### src/sv/llf_pkg.sv
`default_nettype none
package llf_pkg;

   localparam int STAMP_LEN = 12;
   localparam int WIN_LEN   = STAMP_LEN + 1;
   localparam int FILL_W    = $clog2(WIN_LEN + 1);
   localparam int IDX_W     = $clog2(WIN_LEN);

   localparam int STAMP_COLON_POS = 2;
   localparam int STAMP_DOT_POS   = 5;

   localparam logic [7:0] BYTE_LF    = 8'h0A;
   localparam logic [7:0] BYTE_CR    = 8'h0D;
   localparam logic [7:0] CHAR_ZERO  = 8'h30;
   localparam logic [7:0] CHAR_NINE  = 8'h39;
   localparam logic [7:0] CHAR_COLON = 8'h3A;
   localparam logic [7:0] CHAR_DOT   = 8'h2E;

   localparam logic [7:0] SUBST_LF_RESET = 8'd30;
   localparam logic [7:0] SUBST_CR_RESET = 8'd29;

   localparam int CSR_IDX_W = 2;
   localparam logic [CSR_IDX_W-1:0] CSR_MODE     = 2'd0;
   localparam logic [CSR_IDX_W-1:0] CSR_SUBST_LF = 2'd1;
   localparam logic [CSR_IDX_W-1:0] CSR_SUBST_CR = 2'd2;

   localparam logic MODE_FLATTEN   = 1'b0;
   localparam logic MODE_UNFLATTEN = 1'b1;

   typedef enum logic {
      ST_RUN,
      ST_FLUSH
   } state_type;

   function automatic logic is_dec_char(input logic [7:0] b);
      return b inside {[CHAR_ZERO:CHAR_NINE]};
   endfunction

endpackage
`default_nettype wire

### src/sv/log_line_flattener_unit.sv
// channel  | ports                                   | beat
// ---------+-----------------------------------------+------------------------------
// req      | req_valid req_stall req_data_byte/_last | one raw byte of the log file
// rsp      | rsp_valid rsp_stall rsp_out_byte/_last  | one transformed byte
// csr      | csr_wr_en csr_index csr_wdata           | one register write
//
// one byte per cycle while req_stall is low; output trails input by 13 bytes through a shift window
// a beat with req_last_byte set starts a flush: the remaining bytes (up to 13)
// leave one per cycle while the output queue has room, and req is stalled until the final one is queued
// a two-entry output queue parts rsp_stall from req_stall
// reset is synchronous; it empties the window and the queue and restores registers
`default_nettype none
module log_line_flattener_unit (
   input  wire logic                           clock,
   input  wire logic                           reset,
   input  wire logic                           req_valid,
   output logic                                req_stall,
   input  wire logic [7:0]                     req_data_byte,
   input  wire logic                           req_last_byte,
   output logic                                rsp_valid,
   input  wire logic                           rsp_stall,
   output logic [7:0]                          rsp_out_byte,
   output logic                                rsp_out_last,
   input  wire logic                           csr_wr_en,
   input  wire logic [llf_pkg::CSR_IDX_W-1:0]  csr_index,
   input  wire logic [7:0]                     csr_wdata
);

   // configuration
   logic       mode_ff;
   logic [7:0] subst_lf_ff;
   logic [7:0] subst_cr_ff;

   // window: index 0 is the newest stored byte
   logic [7:0] win_ff [llf_pkg::WIN_LEN];
   logic [7:0] win_in [llf_pkg::WIN_LEN];
   logic [7:0] mod_win [llf_pkg::WIN_LEN];
   logic [7:0] mod_new;
   logic [7:0] stamp_bytes [llf_pkg::STAMP_LEN];
   logic       stamp_ok;
   logic       held_full;

   logic [llf_pkg::FILL_W-1:0] fill_ff, fill_in;
   logic [llf_pkg::IDX_W-1:0]  rd_idx;

   llf_pkg::state_type state_ff, state_in;

   logic       accept;
   logic       push;
   logic [7:0] push_byte;
   logic       push_last;
   logic       pop;

   // output queue
   logic [7:0] q_byte_ff [2];
   logic       q_last_ff [2];
   logic       wr_ptr_ff, rd_ptr_ff;
   logic [1:0] cnt_ff, cnt_in;

   assign accept    = req_valid && !req_stall;
   assign pop       = rsp_valid && !rsp_stall;
   assign held_full = (fill_ff == llf_pkg::FILL_W'(llf_pkg::WIN_LEN));
   assign rd_idx    = llf_pkg::IDX_W'(fill_ff - llf_pkg::FILL_W'(1));

   // timestamp test over the 12 newest bytes, oldest first
   always_comb begin
      stamp_bytes[llf_pkg::STAMP_LEN-1] = req_data_byte;
      for (int i = 0; i < llf_pkg::STAMP_LEN - 1; i++) begin
         stamp_bytes[i] = win_ff[llf_pkg::STAMP_LEN-2-i];
      end
      stamp_ok = 1'b1;
      for (int i = 0; i < llf_pkg::STAMP_LEN; i++) begin
         if (i == llf_pkg::STAMP_COLON_POS) begin
            if (stamp_bytes[i] != llf_pkg::CHAR_COLON) stamp_ok = 1'b0;
         end else if (i == llf_pkg::STAMP_DOT_POS) begin
            if (stamp_bytes[i] != llf_pkg::CHAR_DOT) stamp_ok = 1'b0;
         end else if (!llf_pkg::is_dec_char(stamp_bytes[i])) begin
            stamp_ok = 1'b0;
         end
      end
   end

   // rewrite of the window for the incoming byte
   always_comb begin
      mod_win = win_ff;
      mod_new = req_data_byte;
      if (mode_ff == llf_pkg::MODE_FLATTEN) begin
         // the line feed under test sits 12 bytes behind the incoming one
         if (fill_ff >= llf_pkg::FILL_W'(llf_pkg::STAMP_LEN)
             && win_ff[llf_pkg::WIN_LEN-2] == llf_pkg::BYTE_LF && !stamp_ok) begin
            mod_win[llf_pkg::WIN_LEN-2] = subst_lf_ff;
            if (held_full && win_ff[llf_pkg::WIN_LEN-1] == llf_pkg::BYTE_CR) begin
               mod_win[llf_pkg::WIN_LEN-1] = subst_cr_ff;
            end
         end
      end else begin
         if (req_data_byte == subst_lf_ff) begin
            mod_new = llf_pkg::BYTE_LF;
            if (fill_ff != '0 && win_ff[0] == subst_cr_ff) begin
               mod_win[0] = llf_pkg::BYTE_CR;
            end
         end
      end
      win_in[0] = mod_new;
      for (int k = 1; k < llf_pkg::WIN_LEN; k++) begin
         win_in[k] = mod_win[k-1];
      end
   end

   // next state
   always_comb begin
      state_in = state_ff;
      case (state_ff)
         llf_pkg::ST_RUN: begin
            if (accept && req_last_byte) state_in = llf_pkg::ST_FLUSH;
         end
         llf_pkg::ST_FLUSH: begin
            if (push && push_last) state_in = llf_pkg::ST_RUN;
         end
         default: state_in = llf_pkg::ST_RUN;
      endcase
   end

   // outputs of the sequencer
   always_comb begin
      req_stall = 1'b1;
      push      = 1'b0;
      push_byte = mod_win[llf_pkg::WIN_LEN-1];
      push_last = 1'b0;
      case (state_ff)
         llf_pkg::ST_RUN: begin
            req_stall = (cnt_ff == 2'd2);
            push      = accept && held_full;
         end
         llf_pkg::ST_FLUSH: begin
            push      = (cnt_ff != 2'd2);
            push_byte = win_ff[rd_idx];
            push_last = (fill_ff == llf_pkg::FILL_W'(1));
         end
         default: begin
            req_stall = 1'b1;
         end
      endcase
   end

   always_comb begin
      fill_in = fill_ff;
      if (state_ff == llf_pkg::ST_RUN) begin
         if (accept && !held_full) fill_in = fill_ff + llf_pkg::FILL_W'(1);
      end else if (push) begin
         fill_in = fill_ff - llf_pkg::FILL_W'(1);
      end
   end

   always_comb begin
      case ({push, pop})
         2'b10:   cnt_in = cnt_ff + 2'd1;
         2'b01:   cnt_in = cnt_ff - 2'd1;
         default: cnt_in = cnt_ff;
      endcase
   end

   always_ff @(posedge clock) begin
      if (reset) begin
         mode_ff     <= llf_pkg::MODE_FLATTEN;
         subst_lf_ff <= llf_pkg::SUBST_LF_RESET;
         subst_cr_ff <= llf_pkg::SUBST_CR_RESET;
         state_ff    <= llf_pkg::ST_RUN;
         fill_ff     <= '0;
         wr_ptr_ff   <= 1'b0;
         rd_ptr_ff   <= 1'b0;
         cnt_ff      <= 2'd0;
      end else begin
         if (csr_wr_en) begin
            case (csr_index)
               llf_pkg::CSR_MODE:     mode_ff     <= csr_wdata[0];
               llf_pkg::CSR_SUBST_LF: subst_lf_ff <= csr_wdata;
               llf_pkg::CSR_SUBST_CR: subst_cr_ff <= csr_wdata;
               default: ;
            endcase
         end
         state_ff <= state_in;
         fill_ff  <= fill_in;
         cnt_ff   <= cnt_in;
         if (push) wr_ptr_ff <= !wr_ptr_ff;
         if (pop)  rd_ptr_ff <= !rd_ptr_ff;
      end
   end

   always_ff @(posedge clock) begin
      if (accept) win_ff <= win_in;
      if (push) begin
         q_byte_ff[wr_ptr_ff] <= push_byte;
         q_last_ff[wr_ptr_ff] <= push_last;
      end
   end

   assign rsp_valid    = (cnt_ff != 2'd0);
   assign rsp_out_byte = q_byte_ff[rd_ptr_ff];
   assign rsp_out_last = q_last_ff[rd_ptr_ff];

endmodule
`default_nettype wire

### config.mk
export PLATFORM = sky130hd
export DESIGN_NAME = log_line_flattener_unit
export DESIGN_NICKNAME = d
export VERILOG_FILES = /design/src/sv/llf_pkg.sv /design/src/sv/log_line_flattener_unit.sv
export SDC_FILE = /design/constraint.sdc
export NUM_CORES = 1
export LEC_CHECK = 0
export ABC_CLOCK_PERIOD_IN_PS = 7800
export BUFFER_PORTS_ARGS = -buffer_cell sky130_fd_sc_hd__buf_4
export CAP_MARGIN = 10
export CORE_MARGIN = 1
export CORE_UTILIZATION = 55
export CTS_BUF_LIST = sky130_fd_sc_hd__clkbuf_8
export DETAILED_ROUTE_END_ITERATION = 7
export PLACE_DENSITY_LB_ADDON = 0.2
export SYNTH_ARGS = -nofsm -noshare
export SYNTH_HDL_FRONTEND = slang
export SYNTH_SLANG_ARGS = --single-unit
### constraint.sdc
create_clock -name clock -period 7.8 [get_ports clock]
set_clock_uncertainty 0.05 [all_clocks]
set_input_delay 1.56 -clock clock [delete_from_list [all_inputs] [get_ports clock]]
set_output_delay 1.56 -clock clock [all_outputs]
set_load 0.01 [all_outputs]
==> reports/qor.yml, run 1 <==
period_share_pct: 47.1
synth_nets: 482
clockRootBuffer: "clkbuf_8"
drcViolationCount: 0
worstHoldPathType: "reg2reg"
place.gp.congestion: 0.913
synth-edff-count: 122
powerDensity_nw_per_um2: 319
dp_hpwl_um: 9850
worstMarginPinSlew_ps: 1160
antenna_found_initial: 0
row_count: 40
cts_hold_repair.buffers: 0
nets: 518
grt_pass1_vias: 3846
end_kind: "register"
ctsHtreeMaxLevel: 4
r2r_start: "fill_ff[0]"
cp_max_fo: 9
cts.sinks: 149
synth_area_um2: 6770
relSlewSlack_pct: 22.5
period_minus_slack_ps: 3670
internal-power_uw: 1710
die_x_um: 113
pwr-share-clk_pct: 25.9
hold_ws_ps: 401
coreArea_um2: 12000
synth_seq_cells: 149
ir_drop_v: 0.000159
vias: 4015
ys.warnings.count: 0
status: "complete, no violations"
layout-drive-gt1-share_pct: 22.9
via_per_inst: 6.18
slew_viol_final: 0
final-hold-violation-count: 0
startpoint: "req_data_byte[4]"
swShare_pct: 28.3
yosysSeqAreaShare_pct: 62.1
hp-start: "mod_win[24]"
finalWirelength_um: 14000
critPathKind: "in2reg"
ant_nets: 0
synth.avg_cell_area_um2: 14.9
dp_slack_ps: 3730
diodes: 0
comb_power_share_pct: 26.5
grt_setup_unrepaired: "false"
portBuffers: 34
cts_resized: 0
final.setup.tns_ps: 0
overflow: 0
ys.flop_type: "edfxtp_1"
synthArstFlopShare_pct: 0
arrival_ps: 3830
clkLatencyLatePin_ps: 450
cts_tree: "yes"
fp.dieH_um: 113
grt_pass1_wl_um: 21900
start_util_pct: 56.4
required_ps: 7950
synth_cell_types: 48
grt_max_degree: 92
first_pass_iters: 5
synth_area_leaders: "edfxtp_1, dfxtp_1, mux4_2"
yosys.area.top_type: "edfxtp_1"
p_leak_uw: 0.00261
cts_made_buffers: 17
synth.top_cell.area_share_pct: 54.1
power_switching_uw: 678
fmax_ghz: 0.272
setup_viol: 0
syn_inst: 454
finalWorstSetupSlack_ps: 4130
grt_use_total_pct: 23.9
io_pins: 35
dieArea_um2: 12800
drt_iter0_drc: 340
total_power_uw: 2390
areaGrowthSynthToFinish_pct: 10.9
clock_path_buffers: 2
worst_setup_path_start_kind: "input port"
maxCapViolations: 0
cts_setup_buffers: 0
avgRoutedWirePerCell_um: 21.5
clk_pin_slew_worst_paths_ps: 70
p_seq_share_pct: 47.6
[per-layer routing]
| layer | vias to the layer above | GRT usage (%) | part of all wire, % |
|---|---|---|---|
| met5 | - | 0 | 0 |
| met4 | 0 | 8.95 | 1.9 |
| met3 | 22 | 6.75 | 7.3 |
| met2 | 133 | 36.8 | 48 |
| met1 | 2023 | 32.7 | 43 |
| li1 | 1837 | - | - |
[power by group through the flow]
stage	Combinational (uW)	Sequential [uW]	Clock (uW)
after floorplan	527	1110	0
after global placement	623	1150	0
after detailed placement	631	1150	0
after CTS	635	1140	635
after global routing	682	1150	661
final	633	1140	619
[layout make-up]
class                   count  area, um^2
clock buffers              21         289
clock inverters            11         134
inverters                  13        48.8
multi-input cells         272        2370
well taps                 147         184
repair buffers             37         278
fillers                   932        4510
flip-flops and latches    149        4200
[cells in the mapped netlist, types with 4 or more instances]
master and instances:
clkbuf_1 7, a2111oi_0 9, mux2i_1 6, nor2_1 24, nand3b_1 5, nand2_1 20, a21o_1 6, inv_1 13
mux2_2 12, nand2b_1 16, nand4_1 13, or2_2 4, a31oi_1 5, edfxtp_1 122, o31a_1 5, xnor2_1 22
buf_6 9, ha_1 4, a21oi_1 10, nand3_1 7, mux4_4 10, and2_1 7, o21ai_0 16, nor4b_1 4
nor2b_1 9, and3_1 5, mux4_2 19, nor4bb_1 7, dfxtp_1 27
[through the flow]
step	std cells	util, %	area [um^2]
4_1_cts	650	62.5	7500
3_3_place_gp	618	58.9	7080
2_1_floorplan	454	-	6770
5_1_grt	650	62.5	7500
6_report	650	62.5	7500
3_5_place_dp	618	58.9	7080
[cell families (layout without fill, tap and decap cells)]
group | Yosys count | after routing | share of synthesized area [%]
flops | 149 | 149 | 62.1
buf+inv | 33 | 82 | 3.05
mux | 47 | 47 | 12.9
xor+xnor | 25 | 25 | 3.23
fa+ha+maj | 4 | 4 | 0.739
simple gates | 136 | 136 | 12.1
compound gates | 60 | 60 | 5.92
[critical path, cell delays in order]
cell and delay, ps:
buf_4 130, xnor2_1 150, nand4_1 140, nor3_1 850, nand4_1 630, and2_1 370
[cells in the final DEF, fill, tap and decap left out, types with 7 or more instances in the layout]
cell type    n
nor4bb_1     7
dfxtp_1     27
xnor2_1     22
nand2_1     20
nand4_1     13
mux4_2      19
nor2_1      23
edfxtp_1   122
nand3_1      7
nor2b_1      9
mux2_2      12
buf_4       37
mux4_4      10
clkbuf_8    21
and2_1       7
o21ai_0     16
nand2b_1    16
a21oi_1     10
inv_1       16
a2111oi_0    9
[state kept, by name, indices dropped and copies added, names as in the netlist, named ones only]
signal and count:
mode_ff 1, cnt_ff 2, state_ff 1, q_last_ff 2
subst_lf_ff 8, q_byte_ff 16, rd_ptr_ff 1, mod_win 80
stamp_bytes 8, win_ff 16, fill_ff 4, wr_ptr_ff 1
subst_cr_ff 8
[final timing paths]
kind / end / slack (ps) / cells after the start
max reg2reg: q_byte_ff[1][6] / 4320 / 8
min: mod_win[16] / 400 / 0
max: mod_win[95] / 4130 / 6
min reg2reg: mod_win[16] / 400 / 0
No activity file was read; power rests on OpenSTA's default activity.
==> run 2, diff against run 1 <==
--- a/config.mk
+++ b/config.mk
@@ -5,7 +5,7 @@
 export SDC_FILE = /design/constraint.sdc
 export NUM_CORES = 1
 export LEC_CHECK = 0
-export ABC_CLOCK_PERIOD_IN_PS = 7800
+export ABC_CLOCK_PERIOD_IN_PS = 3110
 export BUFFER_PORTS_ARGS = -buffer_cell sky130_fd_sc_hd__buf_4
 export CAP_MARGIN = 10
 export CORE_MARGIN = 1
==> constraint.sdc (replaced) <==
create_clock -name clock -period 3.11 [get_ports clock]
set_clock_uncertainty 0.05 [all_clocks]
set_input_delay 0.622 -clock clock [delete_from_list [all_inputs] [get_ports clock]]
set_output_delay 0.622 -clock clock [all_outputs]
set_load 0.01 [all_outputs]
==> reports/qor.yml, run 2 (synthesized netlist as in run 1, its figures left out) <==
fmax_ghz: 0.350
clock_path_buffers: 2  # unchanged
cp_slowest_cell: "mux4_4"
dieArea_um2: 12800  # unchanged
power_switching_uw: 1710  # +150%
finalWirelength_um: 14600  # +4.3%
cts_tree: "yes"
cp_cell_sequence: "inv_1, ha_1, buf_12, mux4_4, mux4_2, nand2b_1, o31a_1"
swShare_pct: 27.9  # -0.42 points
fp.dieH_um: 113  # unchanged
clockRootBuffer: "clkbuf_8"
first_pass_iters: 4  # -1
clkLatencyLatePin_ps: 450  # about the same
mostFrequentLayoutCells: "edfxtp_1, buf_4, dfxtp_1"
antenna_found_initial: 0  # unchanged
avgRoutedWirePerCell_um: 22.1  # +2.9%
critPathKind: "reg2reg"
worstHoldPathType: "in2reg"
min_path_cells: 3  # +3
period_minus_slack_ps: 2850
row_count: 40  # unchanged
setup_viol: 0  # unchanged
drt_iter0_drc: 358  # +5.3%
comb_power_share_pct: 26.5  # about the same
diodes: 0  # unchanged
largest_reg_flops: 80  # unchanged
grt_setup_unrepaired: "false"
slew_viol_final: 0  # unchanged
overflow: 0  # unchanged
critPathMaxStageDelay_ps: 640  # -210 ps
internal-power_uw: 4410  # +160%
critPathTopFamily: "multiplexers"
hp-start: "csr_wdata[3]"
final.setup.tns_ps: 0  # unchanged
rr_endpoint: "q_byte_ff[1][6]"
required_ps: 3260  # -4690 ps
place.gp.congestion: 0.878  # -3.8%
arrival_ps: 3000  # -830 ps
grt_use_total_pct: 24.7  # +0.87 points
coreArea_um2: 12000  # unchanged
status: "complete, no violations"
worst_setup_path_start_kind: "register"
cts_resized: 0  # unchanged
regArea_um2: 4200  # unchanged
layout-drive-gt1-share_pct: 24.2  # +1.4 points
drcViolationCount: 0  # unchanged
fillers: 876  # -6.0%
vias: 4100  # +2.1%
p_seq_share_pct: 46.9  # -0.7 points
powerDensity_nw_per_um2: 803  # +150%
grt_pass1_vias: 3956  # +2.9%
cp_max_fo: 22  # +13
end_kind: "register"
grt_pass1_wl_um: 22700  # +3.3%
p_leak_uw: 0.00267  # +2.5%
dp_hpwl_um: 10600  # +7.3%
cts.sinks: 149  # unchanged
crit_buf_inv: 2  # +1
pwr-share-clk_pct: 26.5  # +0.6 points
via_per_inst: 6.22  # +0.72%
cts_hold_repair.buffers: 0  # unchanged
final-hold-violation-count: 0  # unchanged
whs_endpoint: "subst_cr_ff[3]"
io_pins: 35  # unchanged
r2r_start: "fill_ff[0]"
ctsHtreeMaxLevel: 4  # unchanged
multi_input_area_um2: 2370  # +0.11%
nets: 527  # +1.7%
worstMarginPinSlew_ps: 880  # -283 ps
clk_pin_slew_worst_paths_ps: 80  # about the same
reg2regPathDepth: 7  # -1
start_util_pct: 56.4  # unchanged
areaGrowthSynthToFinish_pct: 12.5
period_share_pct: 91.7
maxCapViolations: 0  # unchanged
final_common_cell: "edfxtp_1"
relSlewSlack_pct: 41.2  # +19 points
ant_nets: 0  # unchanged
ir_drop_v: 0.000468  # +190%
grt_max_degree: 54  # -41%
cts_setup_buffers: 0  # unchanged
reg2reg_slack_ps: 260  # -4060 ps
portBuffers: 34  # unchanged
total_power_uw: 6120  # +160%
cts_made_buffers: 17  # unchanged
die_x_um: 113  # unchanged
## run 2: how the worst max path moves through the flow
stage | from | end | slack (ps) | depth (start not counted)
finish | fill_ff[0] | q_byte_ff[1][6] | 260 | 7
global route | fill_ff[0] | q_byte_ff[1][3] | 100 | 7
CTS | fill_ff[0] | q_byte_ff[0][5] | 240 | 7
detailed placement | fill_ff[0] | q_byte_ff[0][5] | 290 | 7
global placement | fill_ff[0] | q_byte_ff[0][5] | 360 | 7
floorplan | fill_ff[0] | q_byte_ff[0][5] | 10 | 11
## run 2: tightest hold or removal path, delay by kind of cell
| kind | cells | cell delay, ps |
|---|---|---|
| and+or+nand+nor | 2 | 110 |
| buffers and inverters | 1 | 80 |
## run 2: cell type report
| type | instances | area share [%] |
|---|---|---|
| Inverter | 13 | 0.641 |
| Clock inverter | 12 | 2.10 |
| Clock buffer | 20 | 3.61 |
| Timing Repair Buffer | 46 | 4.91 |
| Tap cell | 147 | 2.42 |
| Multi-Input combinational cell | 272 | 31.1 |
| Sequential cell | 149 | 55.2 |
## run 2: metrics by stage
stage / util (%) / worst slack (ps) / instance area (um^2) / cells / hold slack (ps)
floorplan: - / 14.1 / 6780 / 454 / 371
global placement: 59.7 / 357 / 7170 / 627 / 375
detailed placement: 59.7 / 285 / 7170 / 627 / 389
CTS: 63.3 / 238 / 7610 / 659 / 311
global route: 63.4 / 101 / 7610 / 659 / 334
finish: 63.4 / 257 / 7610 / 659 / 339
## run 2: layer usage
layer / wire length [um] / global-route usage [%]
met4: 281 / 8.95
met3: 1000 / 6.37
met5: 0 / 0
met1: 6340 / 34.7
met2: 6960 / 37.9
## run 2: power by group through the flow
stage	clock network, uW	logic [uW]	registers, uW
floorplan	0	1330	2750
global placement	0	1590	2900
detailed placement	0	1630	2910
CTS	1660	1630	2870
global route	1730	1750	2910
finish	1620	1620	2870
